--- config.mk ---
export PLATFORM = sky130hd
export DESIGN_NAME = cksa_ctrl
export DESIGN_NICKNAME = d
export VERILOG_FILES = /design/src/design/cksa_pkg.sv /design/src/design/cksa_ctrl.sv
export SDC_FILE = /design/constraint.sdc
export NUM_CORES = 1
export LEC_CHECK = 0
export BUFFER_PORTS_ARGS = -buffer_cell sky130_fd_sc_hd__buf_2
export CORE_MARGIN = 4
export CORE_UTILIZATION = 30
export DETAILED_ROUTE_END_ITERATION = 10
export PLACE_DENSITY = 0.63
export SLEW_MARGIN = 20
export SYNTH_ARGS = -nofsm -noshare
export SYNTH_HDL_FRONTEND = slang
export SYNTH_SLANG_ARGS = --single-unit
--- constraint.sdc ---
create_clock -name clk -period 2 [get_ports clk]
set_clock_uncertainty 0.1 [all_clocks]
set_input_delay 0.1 -clock clk [delete_from_list [all_inputs] [get_ports clk]]
set_output_delay 0.1 -clock clk [all_outputs]
set_load 0.05 [all_outputs]
--- src/design/cksa_pkg.sv ---
`timescale 1ns / 1ps
// Shared types and constants for the cipher key slot allocator.
// No dependencies; imported by every module of the block.
package cksa_pkg;

    // key table geometry: 128 entries held as 32 rows of 4 columns,
    // column k of row r is entry r + 32*k
    localparam int TABLE_ENTRIES = 128;
    localparam int MAP_ROWS      = 32;
    localparam int MAP_COLS      = 4;
    localparam int SLOT_W        = 7;
    localparam int ROW_W         = 5;
    localparam int CNT_W         = 8;
    localparam int CFG_DATA_W    = 8;
    localparam int CFG_INDEX_W   = 2;

    localparam logic [CNT_W-1:0] ENTRIES_CNT  = 8'd128;
    localparam logic [CNT_W-1:0] MIC_OFFSET   = 8'd64;
    localparam logic [CNT_W-1:0] SPLIT_OFFSET = 8'd32;
    localparam logic [CNT_W-1:0] HIGH_OFFSET  = 8'd96;

    // configuration register indexes
    localparam logic [CFG_INDEX_W-1:0] CFG_TABLE_SIZE   = 2'd0;
    localparam logic [CFG_INDEX_W-1:0] CFG_MIC_COMBINED = 2'd1;

    // request function codes
    localparam logic [1:0] FUNC_ALLOC   = 2'd0;
    localparam logic [1:0] FUNC_INSTALL = 2'd1;
    localparam logic [1:0] FUNC_DELETE  = 2'd2;

    // cipher kinds
    localparam logic [1:0] KIND_OTHER = 2'd0;
    localparam logic [1:0] KIND_CCMP  = 2'd1;
    localparam logic [1:0] KIND_TKIP  = 2'd2;

    // result status codes
    localparam logic [1:0] ST_OK      = 2'd0;
    localparam logic [1:0] ST_NO_FREE = 2'd1;
    localparam logic [1:0] ST_RANGE   = 2'd2;

    // delete actions
    localparam logic [1:0] RK_NONE = 2'd0;
    localparam logic [1:0] RK_ADDR = 2'd1;
    localparam logic [1:0] RK_FULL = 2'd2;

    typedef struct packed {
        logic [1:0]        func;
        logic [1:0]        cipher_kind;
        logic [SLOT_W-1:0] slot_index;
    } req_t;

    typedef struct packed {
        logic [SLOT_W-1:0] result_slot;
        logic [1:0]        status;
        logic [1:0]        reset_kind;
        logic              partner_reset;
    } rsp_t;

    // search passes of auto allocation
    typedef enum logic [1:0] {
        SCAN_TKIP,
        SCAN_QUAD,
        SCAN_PAIR,
        SCAN_FREE
    } scan_t;

    // datapath commands
    typedef enum logic [2:0] {
        OP_IDLE,
        OP_LOAD,
        OP_STEP,
        OP_RESTART,
        OP_HIT,
        OP_EXEC,
        OP_NOFREE,
        OP_PUSH
    } op_t;

    typedef struct packed {
        op_t   op;
        scan_t scan;
    } cmd_t;

    typedef struct packed {
        logic       in_range;
        logic       hit;
        logic [1:0] func;
        logic [1:0] kind;
        logic       mic_combined;
        logic       out_free;
    } stat_t;

endpackage

--- src/design/cksa_ctrl.sv ---
`timescale 1ns / 1ps
// Controller of the key slot allocator: sequences load, search passes,
// map update and result transfer. Uses cksa_pkg.
module cksa_ctrl (
    input  logic            clk,
    input  logic            rst_n,
    input  logic            in_valid,
    output logic            in_ready,
    output cksa_pkg::cmd_t  cmd,
    input  cksa_pkg::stat_t st
);
    import cksa_pkg::*;

    typedef enum logic [3:0] {
        S_IDLE,
        S_START,
        S_TKIP,
        S_QUAD,
        S_PAIR,
        S_FREE,
        S_EXEC,
        S_NOFREE,
        S_PUSH
    } state_t;

    state_t state_reg;
    logic   in_ready_reg;

    assign in_ready = in_ready_reg;

    // command decode
    always_comb
    begin
        cmd.op   = OP_IDLE;
        cmd.scan = SCAN_FREE;
        case (state_reg)
            S_IDLE:
            begin
                cmd.op = (in_valid && in_ready_reg) ? OP_LOAD : OP_IDLE;
            end
            S_TKIP:
            begin
                cmd.scan = SCAN_TKIP;
                cmd.op   = !st.in_range ? OP_IDLE : (st.hit ? OP_HIT : OP_STEP);
            end
            S_QUAD:
            begin
                cmd.scan = SCAN_QUAD;
                cmd.op   = !st.in_range ? OP_RESTART : (st.hit ? OP_HIT : OP_STEP);
            end
            S_PAIR:
            begin
                cmd.scan = SCAN_PAIR;
                cmd.op   = !st.in_range ? OP_RESTART : (st.hit ? OP_HIT : OP_STEP);
            end
            S_FREE:
            begin
                cmd.scan = SCAN_FREE;
                cmd.op   = !st.in_range ? OP_IDLE : (st.hit ? OP_HIT : OP_STEP);
            end
            S_EXEC:   cmd.op = OP_EXEC;
            S_NOFREE: cmd.op = OP_NOFREE;
            S_PUSH:   cmd.op = st.out_free ? OP_PUSH : OP_IDLE;
            default:  cmd.op = OP_IDLE;
        endcase
    end

    // state and ready
    always_ff @(posedge clk or negedge rst_n)
    begin
        if (!rst_n)
        begin
            state_reg    <= S_IDLE;
            in_ready_reg <= 1'b1;
        end
        else
        begin
            case (state_reg)
                S_IDLE:
                begin
                    if (in_valid && in_ready_reg)
                    begin
                        state_reg    <= S_START;
                        in_ready_reg <= 1'b0;
                    end
                end
                S_START:
                begin
                    if (st.func == FUNC_ALLOC)
                    begin
                        if (st.kind == KIND_TKIP)
                        begin
                            state_reg <= S_TKIP;
                        end
                        else
                        begin
                            state_reg <= st.mic_combined ? S_PAIR : S_QUAD;
                        end
                    end
                    else
                    begin
                        state_reg <= S_EXEC;
                    end
                end
                S_TKIP:
                begin
                    if (!st.in_range)
                    begin
                        state_reg <= S_NOFREE;
                    end
                    else if (st.hit)
                    begin
                        state_reg <= S_EXEC;
                    end
                end
                S_QUAD, S_PAIR:
                begin
                    if (!st.in_range)
                    begin
                        state_reg <= S_FREE;
                    end
                    else if (st.hit)
                    begin
                        state_reg <= S_EXEC;
                    end
                end
                S_FREE:
                begin
                    if (!st.in_range)
                    begin
                        state_reg <= S_NOFREE;
                    end
                    else if (st.hit)
                    begin
                        state_reg <= S_EXEC;
                    end
                end
                S_EXEC, S_NOFREE:
                begin
                    state_reg <= S_PUSH;
                end
                S_PUSH:
                begin
                    if (st.out_free)
                    begin
                        state_reg    <= S_IDLE;
                        in_ready_reg <= 1'b1;
                    end
                end
                default:
                begin
                    state_reg    <= S_IDLE;
                    in_ready_reg <= 1'b1;
                end
            endcase
        end
    end

    // an accepted request always starts with dispatch
    a_accept_start: assert property (@(posedge clk) disable iff (!rst_n)
        (in_valid && in_ready) |=> (state_reg == S_START))
        else $error("accepted request not dispatched");

endmodule

=== Word-level counts from Yosys, hierarchy flattened ===
Cells that the tools add are included.

* Input port bits: 11
* Word-level logic and storage cells: 42
* Bits in registers: 5
* Output and inout bits: 6

* Equality and inequality tests: 11
* Multiplexer cells: 19
* Reduce and logical (&&, ||, !) cells: 9
* Bitwise gates (word level): 1

{| class="wikitable"
|+ Operator list
! kind !! number
|-
| 4-bit two-way mux || 6
|-
| 4-bit case mux with 6 select lines || 1
|-
| 3-bit two-way mux || 6
|-
| 3-bit case mux with 6 select lines || 1
|-
| 4-bit by 3-bit equality test with 1-bit output, second input constant || 4
|-
| 4-bit by 2-bit equality test with 1-bit output, second input constant || 2
|-
| 7-bit OR reduction || 1
|-
| 2-bit case mux with 3 select lines || 1
|-
| 2-bit OR reduction || 3
|-
| 4-bit by 1-bit equality test with 1-bit output, second input constant || 1
|-
| 4-bit equality test, second input constant || 1
|-
| 4-bit zero test || 1
|-
| 2-bit != test, second input constant || 2
|-
| 1-bit two-way mux || 3
|-
| 1-bit case mux with 3 select lines || 1
|-
| 3-bit AND reduction || 1
|-
| 2-bit equality test, second input constant || 1
|-
| 2-bit zero test || 1
|-
| 2-bit AND reduction || 1
|-
| 1-bit logical AND || 1
|-
| 1-bit NOT || 1
|}

=== Depth between registers and ports, before layout ===
Gate-level depths: netlist (run 1).

* Depth in word-level cells: 4
* Depth in mapped cells: 5
* Mapped depth without buffers: 4

=== Worst setup path before layout (run 1) ===
Ideal clock, no wire load.

* Path kind: reg-to-output
* Start: register state_reg[0]
* End: output port cmd[3] (netlist bit)
* Setup slack: -0.082 ns
* Data required time: 1.800 ns
* Arrival: 1.882 ns
* Path buffers: 1
* Stages on the path, launching flop included: 5
* Path through: dfrtp_1 buf_2 o211ai_1 a22oi_1 o21ai_0

{| class="wikitable"
|+ RTL lines
! what !! RTL line !! source
|-
| from (decl) || cksa_ctrl.sv:26 || <nowiki>state_t state_reg;</nowiki>
|-
| from (signal assigned) || cksa_ctrl.sv:97 || <nowiki>state_reg <= st.mic_combined ? S_PAIR : S_QUAD;</nowiki>
|-
| to (decl) || cksa_ctrl.sv:9 || <nowiki>output cksa_pkg::cmd_t cmd,</nowiki>
|}

==> impl_metrics.env, run 1 <==
export IMPL_hpwl_um=964
export IMPL_multi_input_area_um2=310
export IMPL_cap_viol_max_count=0
export IMPL_clock_latency_ns=0.24
export IMPL_seq_area_um2=126
export IMPL_critPathKind="flop to primary output"
export IMPL_slew_violations=0
export IMPL_core_area_um2=1510
export IMPL_wl_per_cell_um=13.3
export IMPL_crit_path_end_kind="primary output"
export IMPL_final_common_cell="buf_2"
export IMPL_syn_nets=73
export IMPL_diodes=0
export IMPL_yosysWarnings=0
export IMPL_groute_usage_overall=0.126
export IMPL_hold_violations=0
export IMPL_dr_pass1_iters=4
export IMPL_first_global_vias=504
export IMPL_fin_crit_sh=0.932
export IMPL_yosysUniqueCellTypes=32
export IMPL_drt_iter0_drc=8
export IMPL_required_ns=1.80
export IMPL_finalPower_uw=1140
export IMPL_grt_pass1_wl_um=2030
export IMPL_clock_fmax_ghz=0.537
export IMPL_post_route_drc_count=0
export IMPL_yosysTopAreaCellShare=0.211
export IMPL_root_buffer="clkbuf_4"
export IMPL_via_count=550
export IMPL_avgSynthCellArea_um2=7.65
export IMPL_finalSetupTns_ns=0
export IMPL_initial_utilization=0.315
export IMPL_gr_total_overflow=0
export IMPL_final_cell_area_um2=607
export IMPL_clock_sinks=5
export IMPL_grt_antenna_before_repair=0
export IMPL_cts_buffers=3
export IMPL_cts_htree_levels=1
export IMPL_final_nets=93
export IMPL_crit_path_start_kind="flop"
export IMPL_largest_reg_flops=4
export IMPL_ir_drop_mv=0.773
export IMPL_pin_count=17
export IMPL_setup_violations_final=0
export IMPL_hold_path_class="input port to flop"
export IMPL_relSlewSlack=0.626
export IMPL_drt_wl_total_um=1290
export IMPL_outcome="complete, no violations"
export IMPL_utilization=0.403
export IMPL_ys_seq_area_frac=0.266
export IMPL_tightest_slew_ns=0.561
export IMPL_cts_resized=0
export IMPL_cp_data_arrival_time_ns=1.66
export IMPL_rows=14
export IMPL_path_max_fanout=8
export IMPL_leakagePower_uw=0.000259
export IMPL_whs_ns=0.0254
export IMPL_grt_setup_unrepaired="false"
export IMPL_yosysTopAreaCell="dfrtp_1"
export IMPL_place_gp_congestion=0.723
export IMPL_ys_seq_elements=5
export IMPL_postPlaceCellArea_um2=571
export IMPL_synthTopCellsByArea="dfrtp_1, o21ai_0, a221oi_2"
export IMPL_clkTransAtPathRegs_ns=0.04
export IMPL_cts_tree="yes"
export IMPL_syn_to_final_growth_pct=28.0
export IMPL_die_h_um=47.8
export IMPL_period_minus_slack_ns=1.86
export IMPL_final_cell_mix="buf_2, nor2_1, a21oi_1, nand2_1, o21ai_0"
export IMPL_ant_nets=0
export IMPL_die_w_um=47.8
export IMPL_syn_area_um2=474
export IMPL_drive_above_1_share=0.383
export IMPL_routed_via_density=5.67
export IMPL_grt_max_degree=18
export IMPL_synthCells=62
export IMPL_powerDensity_nw_per_um2=1880
export IMPL_port_buffers=16
export IMPL_fill_cells=171
export IMPL_cts_path_max_buffers=2
export IMPL_die_area_um2=2280
-- synth_stat cells --
library cell and n:
nor2_1 6, o21ai_0 6, a21oi_1 5, nand2_1 5, dfrtp_1 4, inv_1 3, a221oi_2 2, a22oi_1 2
buf_2 2, inv_2 2, nand3_1 2, o21ai_1 2, o22ai_1 2, a31oi_1 1, a32oi_1 1, buf_6 1
clkbuf_1 1, dfstp_2 1, maj3_2 1, mux2i_1 1, nand2b_1 1, nand3b_1 1, nand4b_1 1, nor2_2 1
nor2_4 1, nor2b_1 1, nor3_2 1, nor4_1 1, o211ai_1 1, o2bb2ai_1 1, o32ai_1 1, or3_1 1
-- kinds of logic after synthesis --
kind of cell,after synthesis,synth area share
compound gates,24,0.343
simple gates,22,0.253
buf+inv,9,0.0923
flops,5,0.267
mux,1,0.0211
fa+ha+maj,1,0.0237
-- final timing paths --
path                         startpoint      endpoint  slack, ns  depth (start not counted)
max                        state_reg[1]        cmd[2]       0.14                          5
min                               st[0]  state_reg[3]       0.03                          2
max reg2reg                state_reg[3]  state_reg[1]       0.51                          3
min reg2reg                    in_ready      in_ready       0.43                          2
max in group asynchronous         rst_n      in_ready       1.50                          2
min in group asynchronous         rst_n  state_reg[3]       0.10                          2
-- layer usage --
layer,GRT usage,vias up,wire [um]
met4,0,0,0
met2,0.230,20,629
met3,0.0451,0,97
met5,0,-,0
met1,0.151,259,561
li1,-,271,-
-- repair_timing --
item / 4_1_cts / 5_1_grt
buffers inserted: 0 / 0
endpoints found under the hold margin: 5 / 0
hold buffers: 1 / 0
-- critical path, cell delays in order, from the launching register on --
cell and delay [ns]:
dfrtp_1 0.52, inv_2 0.11, nor2_2 0.21, a32oi_1 0.15, o22ai_2 0.15, buf_2 0.28
-- power by group --
part           switching [uW]  internal (uW)  leakage (uW)
logic                     507            250      0.000183
registers                 110            153     0.0000613
clock network            42.7           75.5     0.0000150
total                     660            479      0.000259
-- cell type report --
type | instances | area share
multi-input combinational | 48 | 0.511
sequential | 5 | 0.208
timing repair buffer | 19 | 0.173
clock buffer | 4 | 0.0433
tap | 16 | 0.0330
inverter | 5 | 0.0309
-- per-stage QoR --
stage,instances,worst slack [ns]
after floorplan,62,0.0778
after global placement,92,0.448
after detailed placement,92,0.404
after CTS,97,0.144
after global routing,97,0.0411
final,97,0.137
Power figures use the tool's default switching activity.
==> run 2: changes to the inputs <==
--- a/config.mk
+++ b/config.mk
@@ -10,6 +10,7 @@
 export CORE_UTILIZATION = 30
 export DETAILED_ROUTE_END_ITERATION = 10
 export PLACE_DENSITY = 0.63
+export RECOVER_POWER = 100
 export SLEW_MARGIN = 20
 export SYNTH_ARGS = -nofsm -noshare
 export SYNTH_HDL_FRONTEND = slang
==> impl_metrics.env, run 2 (same netlist as run 1, synthesis figures left out) <==
export IMPL_worstHoldStart="st[0]"
export IMPL_die_h_um=47.8
export IMPL_largest_reg_flops=4
export IMPL_clock_sinks=5
export IMPL_place_ws_ns=0.404
export IMPL_cts_path_max_buffers=2
export IMPL_fill_cells=172
export IMPL_initial_utilization=0.315
export IMPL_cts_htree_levels=1
export IMPL_clock_latency_ns=0.24
export IMPL_pin_count=17
export IMPL_place_gp_congestion=0.723
export IMPL_finalSetupTns_ns=0
export IMPL_critPathKind="flop to primary output"
export IMPL_relSlewSlack=0.607
export IMPL_grt_max_degree=18
export IMPL_slew_violations=0
export IMPL_ant_nets=0
export IMPL_dp_cells=92
export IMPL_groute_usage_overall=0.126
export IMPL_postPlaceCellArea_um2=571
export IMPL_cts_resized=0
export IMPL_final_nets=93
export IMPL_hold_path_class="input port to flop"
export IMPL_die_area_um2=2280
export IMPL_r2r_cells=6
export IMPL_crit_path_start_kind="flop"
export IMPL_port_buffers=16
export IMPL_gr_total_overflow=0
export IMPL_final_common_cell="buf_2"
export IMPL_core_area_um2=1510
export IMPL_cts_buffers=3
export IMPL_powerDensity_nw_per_um2=1880
export IMPL_r2r_start="state_reg[0]"
export IMPL_final_cell_area_um2=599
export IMPL_diodes=0
export IMPL_crit_start="state_reg[0]"
export IMPL_setup_violations_final=0
export IMPL_stdcell_count=97
export IMPL_r2r_slack_ns=0.51
export IMPL_clkTransAtPathRegs_ns=0.04
export IMPL_path_max_fanout=7
export IMPL_fin_crit_sh=0.935
export IMPL_tightest_slew_ns=0.592
export IMPL_seq_area_um2=126
export IMPL_period_minus_slack_ns=1.87
export IMPL_finalPower_uw=1130
export IMPL_grt_antenna_before_repair=0
export IMPL_root_buffer="clkbuf_4"
export IMPL_fin_ws_ns=0.130
export IMPL_crit_path_end_kind="primary output"
export IMPL_dr_pass1_iters=4
export IMPL_min_path_cells=2
export IMPL_hold_violations=0
export IMPL_final_cell_mix="buf_2, nor2_1, a21oi_1, nand2_1, o21ai_0"
export IMPL_cap_viol_max_count=0
export IMPL_ir_drop_mv=0.771
export IMPL_r2r_end="in_ready"
export IMPL_syn_to_final_growth_pct=26.4
export IMPL_die_w_um=47.8
export IMPL_required_ns=1.80
export IMPL_first_global_vias=504
export IMPL_outcome="complete, no violations"
export IMPL_drive_above_1_share=0.346
export IMPL_grt_setup_unrepaired="false"
export IMPL_hpwl_um=964
export IMPL_multi_input_area_um2=305
export IMPL_routed_via_density=5.72
export IMPL_cp_data_arrival_time_ns=1.67
export IMPL_clock_fmax_ghz=0.535
export IMPL_rows=14
export IMPL_leakagePower_uw=0.000252
export IMPL_drt_wl_total_um=1290
export IMPL_grt_pass1_wl_um=2030
export IMPL_cts_tree="yes"
export IMPL_via_count=555
export IMPL_wl_per_cell_um=13.3
export IMPL_drt_iter0_drc=7
export IMPL_post_route_drc_count=0
export IMPL_min_to="state_reg[3]"
[run 2: cell count changes in the layout (fill, tap and decap cells not counted)]
cell | previous run | this run
nor3_2 | 1 | 0
clkbuf_1 | 1 | 3
buf_2 | 16 | 10
clkbuf_2 | 0 | 4
nor3_1 | 0 | 1
[run 2: critical path: stages, from the launching register on]
cell      delay, ns
dfrtp_1        0.46
buf_4          0.20
nor3_1         0.23
nand3_1        0.12
o21ai_1        0.11
clkbuf_2       0.29
[run 2: layout make-up]
type,count,share of cell area
multi-input cells,48,0.509
flip-flops and latches,5,0.211
repair buffers,19,0.171
clock buffers,4,0.0438
well taps,16,0.0334
inverters,5,0.0313
[run 2: repair_timing]
action / in CTS / in global routing
hold buffers: 1 / 0
setup buffers: 0 / 0
endpoints found under the hold margin: 5 / 0
[run 2: how the worst max path moves through the flow]
| stage | to | slack, ns | depth (start not counted) |
|---|---|---|---|
| finish | cmd[3] | 0.13 | 5 |
| global placement | cmd[2] | 0.45 | 5 |
| floorplan | cmd[0] | 0.08 | 4 |
| detailed placement | cmd[2] | 0.40 | 5 |
| global route | cmd[3] | 0.02 | 5 |
| CTS | cmd[2] | 0.14 | 5 |
[run 2: power breakdown]
part           switching [uW]  internal, uW
combinational             508           243
sequential                107           153
clock                    42.4          75.5
total                     657           472
[run 2: stage by stage]
step           utilization  hold WS (ns)
6_report             0.398        0.0260
2_1_floorplan            -        -0.296
3_5_place_dp         0.379        -0.184
3_3_place_gp         0.379        -0.182
5_1_grt              0.398        0.0243
4_1_cts              0.403        0.0195
[run 2: metal layers]
layer / wire, um / GRT usage / vias to the layer above
met1: 549 / 0.151 / 258
met5: 0 / 0 / -
met2: 630 / 0.230 / 26
met3: 114 / 0.0451 / 0
met4: 0 / 0 / 0
li1: - / - / 271
==> run 3: changes to the inputs <==
--- a/config.mk
+++ b/config.mk
@@ -5,7 +5,7 @@
 export SDC_FILE = /design/constraint.sdc
 export NUM_CORES = 1
 export LEC_CHECK = 0
-export BUFFER_PORTS_ARGS = -buffer_cell sky130_fd_sc_hd__buf_2
+export BUFFER_PORTS_ARGS = -buffer_cell sky130_fd_sc_hd__clkbuf_2
 export CORE_MARGIN = 4
 export CORE_UTILIZATION = 30
 export DETAILED_ROUTE_END_ITERATION = 10
==> constraint.sdc (replaced) <==
create_clock -name clk -period 2 [get_ports clk]
set_clock_uncertainty 0.1 [all_clocks]
set_input_delay 0.3 -clock clk [delete_from_list [all_inputs] [get_ports clk]]
set_output_delay 0.3 -clock clk [all_outputs]
set_load 0.05 [all_outputs]
==> impl_metrics.env, run 3 (same netlist as run 1, synthesis figures left out) <==
export IMPL_outcome="complete, no violations"
export IMPL_pin_count=17
export IMPL_port_buffers=16
export IMPL_critPathKind="flop to primary output"
export IMPL_hpwl_um=994
export IMPL_clock_fmax_ghz=0.521
export IMPL_die_area_um2=2280
export IMPL_dr_pass1_iters=4
export IMPL_period_minus_slack_ns=1.92
export IMPL_cap_viol_max_count=0
export IMPL_place_ws_ns=0.292
export IMPL_largest_reg_flops=4
export IMPL_dp_cells=95
export IMPL_hold_violations=0
export IMPL_drt_iter0_drc=18
export IMPL_grt_setup_unrepaired="false"
export IMPL_cts_htree_levels=1
export IMPL_clock_sinks=5
export IMPL_wl_per_cell_um=12.6
export IMPL_rows=14
export IMPL_postCtsSetupRepairBufs=0
export IMPL_core_area_um2=1510
export IMPL_ant_nets=0
export IMPL_drive_above_1_share=0.369
export IMPL_root_buffer="clkbuf_4"
export IMPL_stdcell_count=100
export IMPL_leakagePower_uw=0.000264
export IMPL_routed_via_density=5.41
export IMPL_grt_antenna_before_repair=0
export IMPL_final_common_cell="clkbuf_2"
export IMPL_ir_drop_mv=0.685
export IMPL_whs_ns=0.226
export IMPL_path_max_fanout=4
export IMPL_finalSetupTns_ns=0
export IMPL_final_cell_mix="clkbuf_2, nor2_1, clkbuf_4"
export IMPL_drt_wl_total_um=1260
export IMPL_place_gp_congestion=0.763
export IMPL_final_nets=96
export IMPL_gr_total_overflow=0
export IMPL_first_global_vias=415
export IMPL_cp_data_arrival_time_ns=1.52
export IMPL_grt_pass1_wl_um=1880
export IMPL_slew_violations=0
export IMPL_tightest_slew_ns=0.592
export IMPL_crit_path_start_kind="flop"
export IMPL_utilization=0.417
export IMPL_fin_crit_sh=0.959
export IMPL_cts_path_max_buffers=2
export IMPL_cts_tree="yes"
export IMPL_setup_violations_final=0
export IMPL_die_h_um=47.8
export IMPL_cts_buffers=3
export IMPL_clock_latency_ns=0.25
export IMPL_die_w_um=47.8
export IMPL_powerDensity_nw_per_um2=1850
export IMPL_crit_path_end_kind="primary output"
export IMPL_r2r_slack_ns=0.53
export IMPL_post_route_drc_count=0
export IMPL_diodes=0
export IMPL_required_ns=1.60
export IMPL_grt_max_degree=13
export IMPL_groute_usage_overall=0.121
export IMPL_fin_ws_ns=0.0822
export IMPL_hold_path_class="input port to flop"
export IMPL_syn_to_final_growth_pct=32.5
export IMPL_relSlewSlack=0.607
export IMPL_clkTransAtPathRegs_ns=0.04
export IMPL_initial_utilization=0.315
export IMPL_via_count=541
## run 3: layout make-up
| class | instances | area [um2] |
|---|---|---|
| repair buffers | 22 | 125 |
| multi-input cells | 48 | 310 |
| fillers | 164 | 878 |
| well taps | 16 | 20.0 |
| clock buffers | 4 | 26.3 |
| inverters | 5 | 18.8 |
| flip-flops and latches | 5 | 128 |
## run 3: through the flow
stage,instance area [um2],total power (uW)
after floorplan,480,852
after global placement,593,1040
after detailed placement,593,1050
after CTS,629,1170
after global routing,628,1250
final,628,1160
## run 3: critical path, stage by stage, from the launching register on
cell	delay (ns)
dfstp_2	0.54
nand2_1	0.11
mux2i_1	0.16
a32oi_1	0.08
o22ai_2	0.14
clkbuf_4	0.24
## run 3: metal layers
metal | track usage | part of all wire | vias up
met5 | 0 | 0 | -
met4 | 0.0323 | 0 | 0
met3 | 0.0602 | 0.083 | 0
met2 | 0.169 | 0.45 | 23
met1 | 0.163 | 0.46 | 244
li1 | - | - | 274
## run 3: repair_timing
| action | CTS | global route |
|---|---|---|
| resized for setup | 0 | 7 |
| hold buffers | 1 | 0 |
| endpoints found under the hold margin | 5 | 0 |
| endpoints found under the setup margin | 0 | 3 |
## run 3: where the power goes
| group | leakage, uW | switching (uW) | internal (uW) |
|---|---|---|---|
| Sequential | 0.0000603 | 66.1 | 156 |
| Clock | 0.0000150 | 43.0 | 75.5 |
| Combinational | 0.000188 | 545 | 278 |
## run 3: path summary, 6_finish.rpt
check | from | end | depth (start not counted)
worst max-delay path | in_ready | cmd[2] | 5
worst min-delay path | st[0] | state_reg[3] | 2
worst max register to register | state_reg[1] | state_reg[0] | 5
worst min register to register | in_ready | in_ready | 2
max in group asynchronous | rst_n | in_ready | 2
min in group asynchronous | rst_n | state_reg[1] | 2
