[config.mk]
export PLATFORM = sky130hd
export DESIGN_NAME = cksa_datapath
export DESIGN_NICKNAME = d
export VERILOG_FILES = /design/src/design/cksa_pkg.sv /design/src/design/cksa_datapath.sv
export SDC_FILE = /design/constraint.sdc
export NUM_CORES = 1
export LEC_CHECK = 0
export ABC_AREA = 1
export BUFFER_PORTS_ARGS = -buffer_cell sky130_fd_sc_hd__buf_2
export CAP_MARGIN = 25
export CORE_MARGIN = 3
export CORE_UTILIZATION = 44
export DETAILED_ROUTE_END_ITERATION = 10
export RECOVER_POWER = 50
export SYNTH_ARGS = -nofsm -noshare
export SYNTH_HDL_FRONTEND = slang
export SYNTH_SLANG_ARGS = --single-unit
export TNS_END_PERCENT = 30
[constraint.sdc]
create_clock -name clk -period 5.5 [get_ports clk]
set_input_delay 1.375 -clock clk [delete_from_list [all_inputs] [get_ports clk]]
set_output_delay 1.375 -clock clk [all_outputs]
set_load 0.005 [all_outputs]
[src/design/cksa_pkg.sv]
`timescale 1ns / 1ps
// Shared types and constants for the cipher key slot allocator.
// No dependencies; imported by every module of the block.
package cksa_pkg;

    // key table geometry: 128 entries held as 32 rows of 4 columns,
    // column k of row r is entry r + 32*k
    localparam int TABLE_ENTRIES = 128;
    localparam int MAP_ROWS      = 32;
    localparam int MAP_COLS      = 4;
    localparam int SLOT_W        = 7;
    localparam int ROW_W         = 5;
    localparam int CNT_W         = 8;
    localparam int CFG_DATA_W    = 8;
    localparam int CFG_INDEX_W   = 2;

    localparam logic [CNT_W-1:0] ENTRIES_CNT  = 8'd128;
    localparam logic [CNT_W-1:0] MIC_OFFSET   = 8'd64;
    localparam logic [CNT_W-1:0] SPLIT_OFFSET = 8'd32;
    localparam logic [CNT_W-1:0] HIGH_OFFSET  = 8'd96;

    // configuration register indexes
    localparam logic [CFG_INDEX_W-1:0] CFG_TABLE_SIZE   = 2'd0;
    localparam logic [CFG_INDEX_W-1:0] CFG_MIC_COMBINED = 2'd1;

    // request function codes
    localparam logic [1:0] FUNC_ALLOC   = 2'd0;
    localparam logic [1:0] FUNC_INSTALL = 2'd1;
    localparam logic [1:0] FUNC_DELETE  = 2'd2;

    // cipher kinds
    localparam logic [1:0] KIND_OTHER = 2'd0;
    localparam logic [1:0] KIND_CCMP  = 2'd1;
    localparam logic [1:0] KIND_TKIP  = 2'd2;

    // result status codes
    localparam logic [1:0] ST_OK      = 2'd0;
    localparam logic [1:0] ST_NO_FREE = 2'd1;
    localparam logic [1:0] ST_RANGE   = 2'd2;

    // delete actions
    localparam logic [1:0] RK_NONE = 2'd0;
    localparam logic [1:0] RK_ADDR = 2'd1;
    localparam logic [1:0] RK_FULL = 2'd2;

    typedef struct packed {
        logic [1:0]        func;
        logic [1:0]        cipher_kind;
        logic [SLOT_W-1:0] slot_index;
    } req_t;

    typedef struct packed {
        logic [SLOT_W-1:0] result_slot;
        logic [1:0]        status;
        logic [1:0]        reset_kind;
        logic              partner_reset;
    } rsp_t;

    // search passes of auto allocation
    typedef enum logic [1:0] {
        SCAN_TKIP,
        SCAN_QUAD,
        SCAN_PAIR,
        SCAN_FREE
    } scan_t;

    // datapath commands
    typedef enum logic [2:0] {
        OP_IDLE,
        OP_LOAD,
        OP_STEP,
        OP_RESTART,
        OP_HIT,
        OP_EXEC,
        OP_NOFREE,
        OP_PUSH
    } op_t;

    typedef struct packed {
        op_t   op;
        scan_t scan;
    } cmd_t;

    typedef struct packed {
        logic       in_range;
        logic       hit;
        logic [1:0] func;
        logic [1:0] kind;
        logic       mic_combined;
        logic       out_free;
    } stat_t;

endpackage

[src/design/cksa_datapath.sv]
`timescale 1ns / 1ps
// Datapath of the key slot allocator: configuration, slot maps, scan
// counter, install/delete logic and output register. Uses cksa_pkg.
module cksa_datapath #(
    parameter int GROUP_KEY_SLOTS = 4
) (
    input  logic                              clk,
    input  logic                              rst_n,
    input  cksa_pkg::cmd_t                    cmd,
    output cksa_pkg::stat_t                   st,
    input  cksa_pkg::req_t                    in_item,
    output cksa_pkg::rsp_t                    out_item,
    output logic                              out_valid,
    input  logic                              out_ready,
    input  logic                              cfg_we,
    input  logic [cksa_pkg::CFG_INDEX_W-1:0]  cfg_index,
    input  logic [cksa_pkg::CFG_DATA_W-1:0]   cfg_data
);
    import cksa_pkg::*;

    localparam logic [CNT_W-1:0] GROUP_CNT = CNT_W'(GROUP_KEY_SLOTS);

    // column mask of entry (column hi) plus 32*k, empty past the table
    function automatic logic [MAP_COLS-1:0] col_mask(input logic [1:0] hi,
                                                     input logic [1:0] k);
        logic [2:0] c;
        c = {1'b0, hi} + {1'b0, k};
        col_mask = c[2] ? '0 : (MAP_COLS'(1) << c[1:0]);
    endfunction

    // used bit of entry plus 32*k, past the table counts as used
    function automatic logic used_at(input logic [MAP_COLS-1:0] row,
                                     input logic [1:0] hi,
                                     input logic [1:0] k);
        logic [2:0] c;
        c = {1'b0, hi} + {1'b0, k};
        used_at = c[2] ? 1'b1 : row[c[1:0]];
    endfunction

    logic [CNT_W-1:0]    table_size_reg;
    logic                mic_combined_reg;
    logic [1:0]          func_reg;
    logic [1:0]          kind_reg;
    logic [SLOT_W-1:0]   ws_reg;
    logic [CNT_W-1:0]    idx_reg;
    logic [MAP_COLS-1:0] used_rows_reg [MAP_ROWS];
    logic [MAP_COLS-1:0] ccmp_rows_reg [MAP_ROWS];
    logic [MAP_COLS-1:0] tkip_rows_reg [MAP_ROWS];
    rsp_t                res_reg;
    rsp_t                out_reg;
    logic                out_valid_reg;

    logic [CNT_W-1:0]    eff_n;
    logic [ROW_W-1:0]    rd_row;
    logic [MAP_COLS-1:0] used_row;
    logic [MAP_COLS-1:0] ccmp_row;
    logic [MAP_COLS-1:0] tkip_row;
    logic                split;

    // effective table size and shared row read
    assign eff_n    = (table_size_reg > ENTRIES_CNT) ? ENTRIES_CNT : table_size_reg;
    assign split    = ~mic_combined_reg;
    assign rd_row   = (cmd.op == OP_EXEC) ? ws_reg[ROW_W-1:0] : idx_reg[ROW_W-1:0];
    assign used_row = used_rows_reg[rd_row];
    assign ccmp_row = ccmp_rows_reg[rd_row];
    assign tkip_row = tkip_rows_reg[rd_row];

    // scan evaluation of the entry under idx_reg
    logic [1:0]       idx_hi;
    logic [CNT_W-1:0] limit;
    logic             in_range;
    logic             hit;
    logic [CNT_W-1:0] hit_off;
    logic             u0, u1, u2, u3;
    logic             reserved;

    assign idx_hi = idx_reg[6:5];
    assign u0 = used_at(used_row, idx_hi, 2'd0);
    assign u1 = used_at(used_row, idx_hi, 2'd1);
    assign u2 = used_at(used_row, idx_hi, 2'd2);
    assign u3 = used_at(used_row, idx_hi, 2'd3);

    always_comb
    begin
        reserved = (idx_reg >= MIC_OFFSET) && (idx_reg < MIC_OFFSET + GROUP_CNT);
        if (split)
        begin
            reserved = reserved
                || ((idx_reg >= SPLIT_OFFSET) && (idx_reg < SPLIT_OFFSET + GROUP_CNT))
                || ((idx_reg >= HIGH_OFFSET) && (idx_reg < HIGH_OFFSET + GROUP_CNT));
        end
    end

    always_comb
    begin
        limit   = eff_n;
        hit     = 1'b0;
        hit_off = '0;
        case (cmd.scan)
            SCAN_TKIP:
            begin
                limit = eff_n >> 1;
                hit   = ~u0 & ~u2 & (mic_combined_reg | (~u1 & ~u3));
            end
            SCAN_QUAD:
            begin
                // partly used split group, first free member wins
                limit = eff_n >> 2;
                if (~u0 & (u1 | u2 | u3))
                begin
                    hit = 1'b1;
                end
                else if (~u1 & (u0 | u2 | u3))
                begin
                    hit     = 1'b1;
                    hit_off = SPLIT_OFFSET;
                end
                else if (~u2 & (u0 | u1 | u3))
                begin
                    hit     = 1'b1;
                    hit_off = MIC_OFFSET;
                end
                else if (~u3 & (u0 | u1 | u2))
                begin
                    hit     = 1'b1;
                    hit_off = HIGH_OFFSET;
                end
            end
            SCAN_PAIR:
            begin
                limit = eff_n >> 1;
                if (~u0 & u2)
                begin
                    hit = 1'b1;
                end
                else if (u0 & ~u2)
                begin
                    hit     = 1'b1;
                    hit_off = MIC_OFFSET;
                end
            end
            SCAN_FREE:
            begin
                hit = ~reserved & ~u0;
            end
            default:
            begin
                hit = 1'b0;
            end
        endcase
    end

    assign in_range = idx_reg < limit;

    // install and delete on the work slot
    logic [1:0]          ws_hi;
    logic [CNT_W-1:0]    ws_cnt;
    logic                is_tkip;
    logic                inst_fail;
    logic [MAP_COLS-1:0] m0, m1, m2, m3;
    logic [MAP_COLS-1:0] set_used, set_ccmp, set_tkip;
    logic [MAP_COLS-1:0] clr_used, clr_ccmp, clr_tkip;
    logic                was_tkip, was_ccmp, del_ok;
    rsp_t                exec_rsp;
    rsp_t                nofree_rsp;

    assign ws_hi   = ws_reg[6:5];
    assign ws_cnt  = {1'b0, ws_reg};
    assign is_tkip = (kind_reg == KIND_TKIP);
    assign m0 = col_mask(ws_hi, 2'd0);
    assign m1 = col_mask(ws_hi, 2'd1);
    assign m2 = col_mask(ws_hi, 2'd2);
    assign m3 = col_mask(ws_hi, 2'd3);
    assign was_tkip = |(tkip_row & m0);
    assign was_ccmp = |(ccmp_row & m0);
    assign del_ok   = ws_cnt >= GROUP_CNT;

    always_comb
    begin
        inst_fail = (ws_cnt >= eff_n)
            || (is_tkip && (((ws_cnt + MIC_OFFSET) >= eff_n)
                || (split && ((ws_cnt + HIGH_OFFSET) >= eff_n))));
        set_used = m0;
        if (is_tkip)
        begin
            set_used = m0 | m2 | (split ? (m1 | m3) : '0);
        end
        set_ccmp = (kind_reg == KIND_CCMP) ? m0 : '0;
        set_tkip = is_tkip ? set_used : '0;
        clr_ccmp = del_ok ? m0 : '0;
        clr_tkip = (del_ok && was_tkip) ? (m0 | m2 | (split ? (m1 | m3) : '0)) : '0;
        clr_used = clr_ccmp | clr_tkip;

        exec_rsp = '0;
        case (func_reg)
            FUNC_ALLOC, FUNC_INSTALL:
            begin
                if (inst_fail)
                begin
                    exec_rsp.status = ST_RANGE;
                end
                else
                begin
                    exec_rsp.result_slot = ws_reg;
                end
            end
            FUNC_DELETE:
            begin
                exec_rsp.result_slot = ws_reg;
                if (ws_cnt >= eff_n)
                begin
                    exec_rsp.status     = ST_RANGE;
                    exec_rsp.reset_kind = RK_NONE;
                end
                else
                begin
                    exec_rsp.reset_kind = (was_ccmp | was_tkip) ? RK_ADDR : RK_FULL;
                end
                exec_rsp.partner_reset = split & was_tkip & del_ok
                    & ((ws_cnt + SPLIT_OFFSET) < eff_n);
            end
            default:
            begin
                exec_rsp.status = ST_RANGE;
            end
        endcase
    end

    // result of a search that found nothing
    always_comb
    begin
        nofree_rsp        = '0;
        nofree_rsp.status = ST_NO_FREE;
    end

    // configuration registers
    always_ff @(posedge clk or negedge rst_n)
    begin
        if (!rst_n)
        begin
            table_size_reg   <= ENTRIES_CNT;
            mic_combined_reg <= 1'b0;
        end
        else if (cfg_we)
        begin
            case (cfg_index)
                CFG_TABLE_SIZE:   table_size_reg   <= cfg_data;
                CFG_MIC_COMBINED: mic_combined_reg <= cfg_data[0];
                default:          table_size_reg   <= table_size_reg;
            endcase
        end
    end

    // request capture, scan counter and work slot
    always_ff @(posedge clk or negedge rst_n)
    begin
        if (!rst_n)
        begin
            func_reg <= FUNC_ALLOC;
            kind_reg <= KIND_OTHER;
            ws_reg   <= '0;
            idx_reg  <= '0;
        end
        else
        begin
            case (cmd.op)
                OP_LOAD:
                begin
                    func_reg <= in_item.func;
                    kind_reg <= (in_item.cipher_kind == KIND_CCMP
                                 || in_item.cipher_kind == KIND_TKIP)
                                ? in_item.cipher_kind : KIND_OTHER;
                    ws_reg   <= in_item.slot_index;
                    idx_reg  <= GROUP_CNT;
                end
                OP_STEP:    idx_reg <= idx_reg + CNT_W'(1);
                OP_RESTART: idx_reg <= GROUP_CNT;
                OP_HIT:     ws_reg  <= SLOT_W'(idx_reg + hit_off);
                default:    idx_reg <= idx_reg;
            endcase
        end
    end

    // slot maps, one row read-modify-write per item
    always_ff @(posedge clk or negedge rst_n)
    begin
        if (!rst_n)
        begin
            for (int r = 0; r < MAP_ROWS; r++)
            begin
                used_rows_reg[r] <= '0;
                ccmp_rows_reg[r] <= '0;
                tkip_rows_reg[r] <= '0;
            end
        end
        else if (cmd.op == OP_EXEC)
        begin
            if ((func_reg == FUNC_ALLOC || func_reg == FUNC_INSTALL) && !inst_fail)
            begin
                used_rows_reg[rd_row] <= used_row | set_used;
                ccmp_rows_reg[rd_row] <= ccmp_row | set_ccmp;
                tkip_rows_reg[rd_row] <= tkip_row | set_tkip;
            end
            else if (func_reg == FUNC_DELETE)
            begin
                used_rows_reg[rd_row] <= used_row & ~clr_used;
                ccmp_rows_reg[rd_row] <= ccmp_row & ~clr_ccmp;
                tkip_rows_reg[rd_row] <= tkip_row & ~clr_tkip;
            end
        end
    end

    // staged result
    always_ff @(posedge clk)
    begin
        if (cmd.op == OP_EXEC)
        begin
            res_reg <= exec_rsp;
        end
        else if (cmd.op == OP_NOFREE)
        begin
            res_reg <= nofree_rsp;
        end
    end

    // output register
    always_ff @(posedge clk or negedge rst_n)
    begin
        if (!rst_n)
        begin
            out_valid_reg <= 1'b0;
        end
        else if (cmd.op == OP_PUSH)
        begin
            out_valid_reg <= 1'b1;
        end
        else if (out_ready)
        begin
            out_valid_reg <= 1'b0;
        end
    end

    always_ff @(posedge clk)
    begin
        if (cmd.op == OP_PUSH)
        begin
            out_reg <= res_reg;
        end
    end

    assign out_item        = out_reg;
    assign out_valid       = out_valid_reg;
    assign st.in_range     = in_range;
    assign st.hit          = hit;
    assign st.func         = func_reg;
    assign st.kind         = kind_reg;
    assign st.mic_combined = mic_combined_reg;
    assign st.out_free     = ~out_valid_reg | out_ready;

    // a result is only pushed into a free output register
    a_push_free: assert property (@(posedge clk) disable iff (!rst_n)
        (cmd.op == OP_PUSH) |-> (!out_valid_reg || out_ready))
        else $error("result pushed over a pending transfer");

    // a TKIP entry is always marked used
    a_tkip_used: assert property (@(posedge clk) disable iff (!rst_n)
        (tkip_row & ~used_row) == '0)
        else $error("TKIP bit set on an unused entry");

    // a failed allocation carries no slot and no delete action
    a_nofree_clean: assert property (@(posedge clk) disable iff (!rst_n)
        (out_valid_reg && out_reg.status == ST_NO_FREE)
        |-> (out_reg.result_slot == '0 && out_reg.reset_kind == RK_NONE
             && !out_reg.partner_reset))
        else $error("no-free result carries payload");

endmodule

# ---- Yosys cells after proc, flatten, opt, wreduce, memory -nomap -nowiden
# Cells that the tools add are included.
dict set report totals {
  register_bits 437
  output_inout_bits 21
}
dict set report op_classes {
  add_sub_neg 11
  order_cmp 19
  n_eq_ne 17
  shifts 4
  mux 76
  bitwise 46
  reduce_logical 31
}
# operator count
set ops {}
lappend ops {{128-bit bitwise mux} 6}
lappend ops {{128-bit two-way mux} 6}
lappend ops {{4-bit two-way mux} 16}
lappend ops {{4-bit binary-select mux with 5-bit select} 3}
lappend ops {{7-bit two-way mux} 7}
lappend ops {{7-bit case mux with 2 select lines} 3}
lappend ops {{8-bit case mux with 2 select lines} 2}
lappend ops {{4-bit OR} 7}
lappend ops {{12-bit two-way mux} 2}
lappend ops {{4-bit AND} 5}
lappend ops {{4-bit demux with 5-bit select} 1}
lappend ops {{7-bit by 7-bit adder with 8-bit output (second input constant)} 2}
lappend ops {{8-bit by 7-bit >= comparator with 1-bit output (second input constant)} 2}
lappend ops {{8-bit >= comparator} 2}
lappend ops {{8-bit by 7-bit less-than comparator with 1-bit output (second input constant)} 2}
lappend ops {{8-bit less-than comparator} 2}
lappend ops {{1-bit two-way mux} 16}
lappend ops {{1-bit by 2-bit << shifter with 4-bit output (first input constant)} 4}
lappend ops {{1-bit AND} 13}
lappend ops {{2-bit by 2-bit adder with 3-bit output (second input constant)} 4}
lappend ops {{3-bit == test (second input constant)} 4}
lappend ops {{2-bit by 3-bit less-than comparator with 1-bit output (second input constant)} 4}
lappend ops {{4-bit NOT} 3}
lappend ops {{2-bit by 1-bit == test with 1-bit output (second input constant)} 5}
lappend ops {{32 further kinds} 83}

# ---- Depth between registers and ports, before layout
# Gate-level depths: netlist of run 1.
dict set report depth {
  depth_word 19
  ltp_mapped 29
  mapped_depth_nobuf 28
}

# ---- Worst setup path after synthesis of run 1
# OpenSTA, ideal clock, no wires.
dict set report synth_timing {
  path_type {input-to-output}
  start {in cmd[2] (netlist bit)}
  end {out st[6] (netlist bit)}
  t_arrival_ns 3.757
  required_time_ns 4.125
  setup_slack_ns 0.368
  stages 22
  path_buffers 4
  path_cell_list {buf_2 nand3_4 buf_6 nand2_1 o21ai_2 nand2_1 nor2_1 buf_2 nand2_1 nand2_1 nor2_1 nand2_1 o211ai_1 nand2_1 inv_1 ha_1 nand4_1 nand2_1 nand3_1 nand2_1 a32oi_1 buf_4}
}
dict set report synth_via {
  elab_chain_cells 17
}
# element line_no
set synth_lines {}
lappend synth_lines {{start: declaration} cksa_datapath.sv:9} ;# input cksa_pkg::cmd_t cmd,
lappend synth_lines {{3-bit == test *} cksa_datapath.sv:63} ;# assign rd_row = (cmd.op == OP_EXEC) ? ws_reg[ROW_W-1:0] : idx_reg[ROW_W-1:0];
lappend synth_lines {{5-bit two-way mux *} cksa_datapath.sv:63}
lappend synth_lines {{5-bit NOT with 6-bit output (implied by the code) *} cksa_datapath.sv:64} ;# assign used_row = used_rows_reg[rd_row];
lappend synth_lines {{4-bit binary-select mux with 5-bit select *} cksa_datapath.sv:64}
lappend synth_lines {{4-bit two-way mux (implied by the code) * (2 in series)} cksa_datapath.sv:64}
lappend synth_lines {{1-bit binary-select mux with 2-bit select} cksa_datapath.sv:37} ;# used_at = c[2] ? 1'b1 : row[c[1:0]];
lappend synth_lines {{1-bit two-way mux (implied by the code)} cksa_datapath.sv:37}
lappend synth_lines {{1-bit two-way mux} cksa_datapath.sv:37}
lappend synth_lines {{1-bit OR} {cksa_datapath.sv:118, cksa_datapath.sv:123}}
lappend synth_lines {{1-bit OR} cksa_datapath.sv:123} ;# else if (~u3 & (u0 | u1 | u2))
lappend synth_lines {{1-bit AND} cksa_datapath.sv:123}
lappend synth_lines {{1-bit two-way mux} cksa_datapath.sv:123}
lappend synth_lines {{1-bit two-way mux} cksa_datapath.sv:118} ;# else if (~u2 & (u0 | u1 | u3))
lappend synth_lines {{1-bit two-way mux} cksa_datapath.sv:113} ;# else if (~u1 & (u0 | u2 | u3))
lappend synth_lines {{1-bit two-way mux} cksa_datapath.sv:109} ;# if (~u0 & (u1 | u2 | u3))
lappend synth_lines {{1-bit case mux with 4 select lines *} cksa_datapath.sv:99} ;# case (cmd.scan)
lappend synth_lines {{end: declaration} cksa_datapath.sv:10} ;# output cksa_pkg::stat_t st,
# Mark *: on every way between the ends. The rest lies on a longest branch, timed or not. The select of a mux whose other input is x is not followed.

==> reports/metrics.cfg, run 1 <==
[synthesis]
synth_async_sr_flop_share = 0.945
synth_edf_count = 24
synth_warnings = 0
syn_area_sq_um = 22000
ys_seq_area_frac = 0.501
synth_fp_nets = 2960
ys_ff_latch = 437
synthFlopType = dfrtp_1
synthCells = 2890
ys_types = 48
synth.avg_cell_area_sq_um = 7.63

[global_route]
met3_usage = 0.0367
antenna_found_initial = 0
grt_pass1_vias = 18700
grt_usage = 0.257
grt_max_degree = 124
gr-total-overflow = 0
grt_pass1_wl_mm = 108
grt.busiest_layer = met2
met2_usage = 0.397
grt_use_met1 = 0.375

[worst_hold_path]
hold_path.class = flip-flop to flip-flop
hold_path_depth = 0

[placement]
hpwl_mm = 44.5
place.port_buffers = 50
gp_congestion = 0.927
placed_area_sq_um = 23100

[setup_path]
crit_start = cmd[3]
rrSetupSlack_ns = 0.51
reg2reg_depth = 22
path_max_fanout = 7
critPathCapture = st[6]
r2r_end = tkip_rows_reg[63]$_DFFE_PN0P_
r2r-start = table_size_reg[7]$_DFFE_PN1P_
end_kind = primary output
critPathArrivalTime_ns = 4.13
worstPathRequired_ns = 4.12
startpoint_type = input port
worst-setup-path-type = input port to primary output

[timing]
rsz0062_at_grt = yes
hold_viol = 0
period_share = 1.00
slew_headroom = 0.395
finalSetupViolations = 1
fin_ws_ns = -0.00620
period_needed_ns = 5.51
maxSlewViolCount = 0
hold_ws_ns = 0.418
worst_pin_slew_ns = 0.905
finClkSkew_ns = 0.0143
clock.fmax_ghz = 0.182

[status]
violations = setup timing
status = complete, but fails checks

[drt]
viasPerCell = 5.51
wl_mm = 69.3
drc = 0
detail-route-antenna-nets = 0
dr.first_iter.drc_count = 1889
wl_per_cell_um = 19.2
drt_first_pass_iters = 6
vias = 19900

[layout]
drive_above_1_share = 0.101
syn_to_final_growth_pct = 13.9
fillers = 4773
antenna_cells = 0
nNetsFinal = 2983
fin_area_sq_um = 25100

[floorplanning]
start_util = 0.448
core_region_area_sq_um = 49300
die_height_um = 230
io_pins = 51
rows = 81
die-area_sq_um = 52800
fp.dieW_um = 230

[clock_tree]
clkTransAtPathRegs_ns = 0.06
cts_tree = done
htree_levels = 2
worstSkewPairLatency_ns = 0.60
cts_made_buffers = 47
clockBufferDepth = 3
numClockSinks = 437
cts_root_buf = clkbuf_16

[run]
cap_violations = 0

[pwr]
vdd_drop_max_mv = 0.285
p_leak_uw = 0.0133
powerDensity_nw_per_um2 = 422

cell families after synthesis:
family | synth area share
xor gates and xnor gates | 0.000795
and+or+nand+nor | 0.307
AOI/OAI and AO/OA | 0.107
DFF | 0.501
muxes | 0.00204
adders and majority gates | 0.0227
buffers and inverters | 0.0589
worst max-delay path: stages:
cell and delay [ns]:
buf_8 0.11, inv_6 0.05, nand3_4 0.15, buf_12 0.19, o21ai_4 0.31, inv_2 0.06, nand2_2 0.11, nor2_4 0.06
nand2_1 0.07, nand2_1 0.06, nor2_2 0.18, nand2_1 0.10, nand2_1 0.08, nand2_2 0.07, buf_4 0.14, nor2_4 0.15
ha_4 0.16, nand4_1 0.12, nand2_1 0.12, nand3_1 0.08, nand2_1 0.08, a32oi_2 0.12, buf_2 0.15
report_power, final:
| group | switching [uW] | total, uW | leakage, uW | internal [uW] |
|---|---|---|---|---|
| Clock | 1390 | 3420 | 0.000808 | 2030 |
| Combinational | 2390 | 3320 | 0.00655 | 926 |
| Sequential | 244 | 3870 | 0.00590 | 3620 |
per-stage QoR:
| stage | util | setup TNS [ns] | total power [uW] | cells | worst slack [ns] |
|---|---|---|---|---|---|
| after floorplan | - | 0 | 5830 | 2890 | 0.368 |
| after global placement | 0.468 | 0 | 7000 | 3515 | 0.0240 |
| after detailed placement | 0.468 | -0.0691 | 7050 | 3515 | -0.0691 |
| after CTS | 0.503 | 0 | 10500 | 3601 | 0.000373 |
| after global routing | 0.510 | -0.110 | 11100 | 3614 | -0.110 |
| final | 0.510 | -0.00620 | 10600 | 3614 | -0.00620 |
placed cells by master, fill, tap and decap left out, drive strengths merged, types with 28 or more instances in the layout:
cell,n
o22ai,127
buf,140
a21oi,28
ha,40
nor2,237
nand3,182
inv,124
dfrtp,412
nand2,1244
clkbuf,63
o21ai,226
cells in the mapped netlist (8+ instances only):
| cell type | number | share of area |
|---|---|---|
| inv_1 | 113 | 0.019 |
| o22ai_1 | 126 | 0.036 |
| nand2_1 | 1238 | 0.21 |
| o21ai_0 | 150 | 0.034 |
| ha_1 | 40 | 0.023 |
| nand4_1 | 11 | 0.0031 |
| a21oi_1 | 28 | 0.0064 |
| nor3_1 | 18 | 0.0041 |
| clkbuf_1 | 66 | 0.011 |
| edfxtp_1 | 24 | 0.033 |
| nor2_1 | 231 | 0.039 |
| dfrtp_1 | 412 | 0.47 |
| o21ai_1 | 72 | 0.016 |
| buf_4 | 31 | 0.011 |
| buf_2 | 67 | 0.015 |
| o221ai_1 | 8 | 0.0032 |
| nand3_1 | 181 | 0.041 |
layout make-up:
cell class / instances / area (sq um) / area share
sequential: 437 / 11100 / 0.440
multi-input combinational: 2163 / 9920 / 0.395
clock buffer: 60 / 1310 / 0.0520
timing repair buffer: 143 / 1160 / 0.0463
tap: 664 / 831 / 0.0331
inverter: 121 / 478 / 0.0190
clock inverter: 26 / 362 / 0.0144
metal layers:
metal  up-vias  part of all wire
met2       745              0.44
met4         0             0.029
met3       118             0.070
met5         -                 0
met1      9628              0.46
li1       9416                 -
timing repair:
action | in CTS | in global routing
endpoints found under the setup margin | 1 | 297
setup buffers | 0 | 10
cloned | 0 | 3
pin swaps | 0 | 24
resized for setup | 10 | 54
hold buffers | 0 | 0
worst min path at each step:
stage / start / end / slack (ns)
5_1_grt: res_reg[6]$_SDFFCE_PP0P_ / out_item[6]$_DFFE_PP_ / 0.43
3_5_place_dp: res_reg[0]$_SDFFCE_PN0P_ / out_item[0]$_DFFE_PP_ / 0.40
3_3_place_gp: res_reg[9]$_SDFFCE_PP0P_ / out_item[9]$_DFFE_PP_ / 0.40
4_1_cts: res_reg[3]$_SDFFCE_PP1P_ / out_item[3]$_DFFE_PP_ / 0.42
6_report: res_reg[0]$_SDFFCE_PN0P_ / out_item[0]$_DFFE_PP_ / 0.42
2_1_floorplan: res_reg[0]$_SDFFCE_PN0P_ / out_item[0]$_DFFE_PP_ / 0.40
(Power assumes the default switching activity.)
==> run 2: changes to the inputs <==
--- a/config.mk
+++ b/config.mk
@@ -12,6 +12,7 @@
 export CORE_UTILIZATION = 44
 export DETAILED_ROUTE_END_ITERATION = 10
 export RECOVER_POWER = 50
+export SLEW_MARGIN = 20
 export SYNTH_ARGS = -nofsm -noshare
 export SYNTH_HDL_FRONTEND = slang
 export SYNTH_SLANG_ARGS = --single-unit
==> constraint.sdc (replaced) <==
create_clock -name clk -period 5.5 [get_ports clk]
set_input_delay 1.1 -clock clk [delete_from_list [all_inputs] [get_ports clk]]
set_output_delay 1.1 -clock clk [all_outputs]
set_load 0.005 [all_outputs]
==> run 2 against run 1 <==
Against the previous run:
- the run ends with capacitance limit, slew limit left
- combinational power fell by 5%
- worst hold slack hardly changed
- critical path type unchanged
- sequential cell count stayed put
- critical endpoint unchanged
- largest cell class unchanged
==> reports/metrics.cfg, run 2 (synthesis results as in run 1) <==
[timing]
finalSetupViolations = 0  ; was 1
hold_viol = 0  ; unchanged
finClkSkew_ns = 0.0231  ; was 0.0143 ns
slew_headroom = -1.88  ; was 0.395
clock.fmax_ghz = 0.191  ; was 0.182 GHz
worst_pin_slew_ns = 4.32  ; was 0.905 ns
maxSlewViolCount = 86  ; was 0
fin_ws_ns = 0.257  ; was -0.00620 ns
rsz0062_at_grt = yes  ; unchanged
period_needed_ns = 5.24  ; was 5.51 ns
hold_ws_ns = 0.418  ; about the same
period_share = 0.953  ; was 1.00

[pwr]
p_int_uw = 6480  ; was 6570 uW
vdd_drop_max_mv = 0.459  ; was 0.285 mV
p_switching_uw = 3960  ; was 4030 uW
p_sw_frac = 0.380  ; about the same
p_leak_uw = 0.0131  ; was 0.0133 uW
power.total_uw = 10400  ; was 10600 uW
powerDensity_nw_per_um2 = 424  ; was 422 nW/um^2
clockPowerShare = 0.328  ; was 0.323
p_seq_frac = 0.370  ; was 0.365
combPwrFrac = 0.303  ; was 0.313

[setup_path]
worst-setup-path-type = input port to primary output  ; unchanged
worstPathRequired_ns = 4.40  ; was 4.12 ns
path_max_fanout = 10  ; was 7
end_kind = primary output  ; unchanged
critPathArrivalTime_ns = 4.14  ; was 4.13 ns
crit_start = cmd[3]  ; unchanged
r2r-start = table_size_reg[3]$_DFFE_PN0P_  ; was table_size_reg[7]$_DFFE_PN1P_
startpoint_type = input port  ; unchanged

[clock_tree]
cts_root_buf = clkbuf_16  ; unchanged
clkTransAtPathRegs_ns = 0.06  ; about the same
clockBufferDepth = 3  ; unchanged
worstSkewPairLatency_ns = 0.60  ; about the same
cts_hold_buf = 0  ; unchanged
postCtsSetupBuffers = 0  ; unchanged
cts_made_buffers = 49  ; was 47
cts_tree = done  ; unchanged
htree_levels = 2  ; unchanged
numClockSinks = 437  ; unchanged

[layout]
nNetsFinal = 2958  ; was 2983
fillers = 4849  ; was 4773
multi_input_area_sq_um = 9740  ; was 9920 sq um
seq_area_sq_um = 11100  ; unchanged
layout_common_cells = nand2_1, dfrtp_1, nor2_1, nand3_1, o21ai_0  ; unchanged
final_common_cell = nand2_1  ; unchanged
syn_to_final_growth_pct = 11.7  ; was 13.9%
drive_above_1_share = 0.0814  ; was 0.101
antenna_cells = 0  ; unchanged

[global_route]
gr-total-overflow = 0  ; unchanged
grt_pass1_vias = 19200  ; was 18700
grt_pass1_wl_mm = 108  ; unchanged
grt_max_degree = 106  ; was 124
antenna_found_initial = 0  ; unchanged
grt_usage = 0.254  ; was 0.257

[drt]
viasPerCell = 5.54  ; was 5.51
drt_first_pass_iters = 6  ; unchanged
vias = 19900  ; about the same
wl_mm = 67.5  ; was 69.3 mm
wl_per_cell_um = 18.8  ; was 19.2 um
detail-route-antenna-nets = 0  ; unchanged
dr.first_iter.drc_count = 1864  ; was 1889
drc = 0  ; unchanged

[floorplanning]
die-area_sq_um = 52800  ; unchanged
rows = 81  ; unchanged
fp.dieW_um = 230  ; unchanged
start_util = 0.448  ; unchanged
core_region_area_sq_um = 49300  ; unchanged
io_pins = 51  ; unchanged
die_height_um = 230  ; unchanged

[worst_hold_path]
hp-start = res_reg[7]$_SDFFCE_PP0P_  ; was res_reg[0]$_SDFFCE_PN0P_
hold_path.class = flip-flop to flip-flop  ; unchanged

[run]
cap_violations = 1  ; was 0

[placement]
place.port_buffers = 50  ; unchanged
hpwl_mm = 43.8  ; was 44.5 mm
place_worst_setup_slack_ns = 0.159  ; was -0.0691 ns
gp_congestion = 0.896  ; was 0.927

[status]
status = complete, but fails checks  ; unchanged
violations = capacitance limit, slew limit  ; was setup timing

run 2: final timing paths:
check,end,slack [ns],depth (start not counted)
max in group asynchronous,used_rows_reg[102]$_DFFE_PN0P_,0.75,2
min in group asynchronous,used_rows_reg[64]$_DFFE_PN0P_,2.26,1
hold reg to reg,out_item[7]$_DFFE_PP_,0.42,0
hold / removal,out_item[7]$_DFFE_PP_,0.42,0
setup / recovery,st[6],0.26,23
setup reg to reg,tkip_rows_reg[63]$_DFFE_PN0P_,0.47,22
run 2: what timing repair did:
| item | CTS | global route |
|---|---|---|
| resized for setup | 0 | 3 |
| setup endpoints to repair | 0 | 65 |
| hold endpoints to repair | 0 | 0 |
run 2: power by group through the flow:
stage / Sequential (uW) / Clock [uW] / Combinational (uW)
after floorplan: 3840 / 0 / 2000
after global placement: 3900 / 0 / 3070
after detailed placement: 3900 / 0 / 3090
after CTS: 3850 / 3500 / 3100
after global routing: 3900 / 3620 / 3400
final: 3860 / 3420 / 3160
run 2: cell type report:
| class | count | share of cell area |
|---|---|---|
| clock inverter | 25 | 0.0134 |
| multi-input combinational | 2163 | 0.395 |
| clock buffer | 63 | 0.0552 |
| timing repair buffer | 116 | 0.0349 |
| sequential | 437 | 0.449 |
| inverter | 121 | 0.0185 |
| tap | 664 | 0.0337 |
run 2: through the flow:
stage	instances	area (sq um)	utilization	setup TNS (ns)
after global routing	3589	24600	0.500	-3.07
after CTS	3588	24600	0.500	0
final	3589	24600	0.500	0
after detailed placement	3500	22900	0.466	0
after floorplan	2890	22000	-	0
after global placement	3500	22900	0.466	0
run 2: routing by layer:
layer / routed length [um] / global-route usage / up-vias
met4: 1950 / 0.0820 / 0
met1: 31200 / 0.370 / 9640
li1: - / - / 9364
met2: 29600 / 0.390 / 772
met3: 4760 / 0.0382 / 122
met5: 0 / 0 / -
run 2: worst max-delay path: stages:
cell	delay, ns
buf_2	0.12
inv_2	0.09
nand3_4	0.14
buf_4	0.21
o21ai_2	0.33
inv_2	0.12
nor3_2	0.33
nand2_1	0.10
nand2_1	0.07
nor2_1	0.06
nand2_1	0.13
nand2_1	0.07
nand2_1	0.12
nand2_1	0.06
nand2_1	0.09
inv_1	0.08
ha_1	0.21
nand4_1	0.11
nand2_1	0.08
nand3_1	0.08
nand2_1	0.05
a32oi_1	0.22
buf_2	0.16
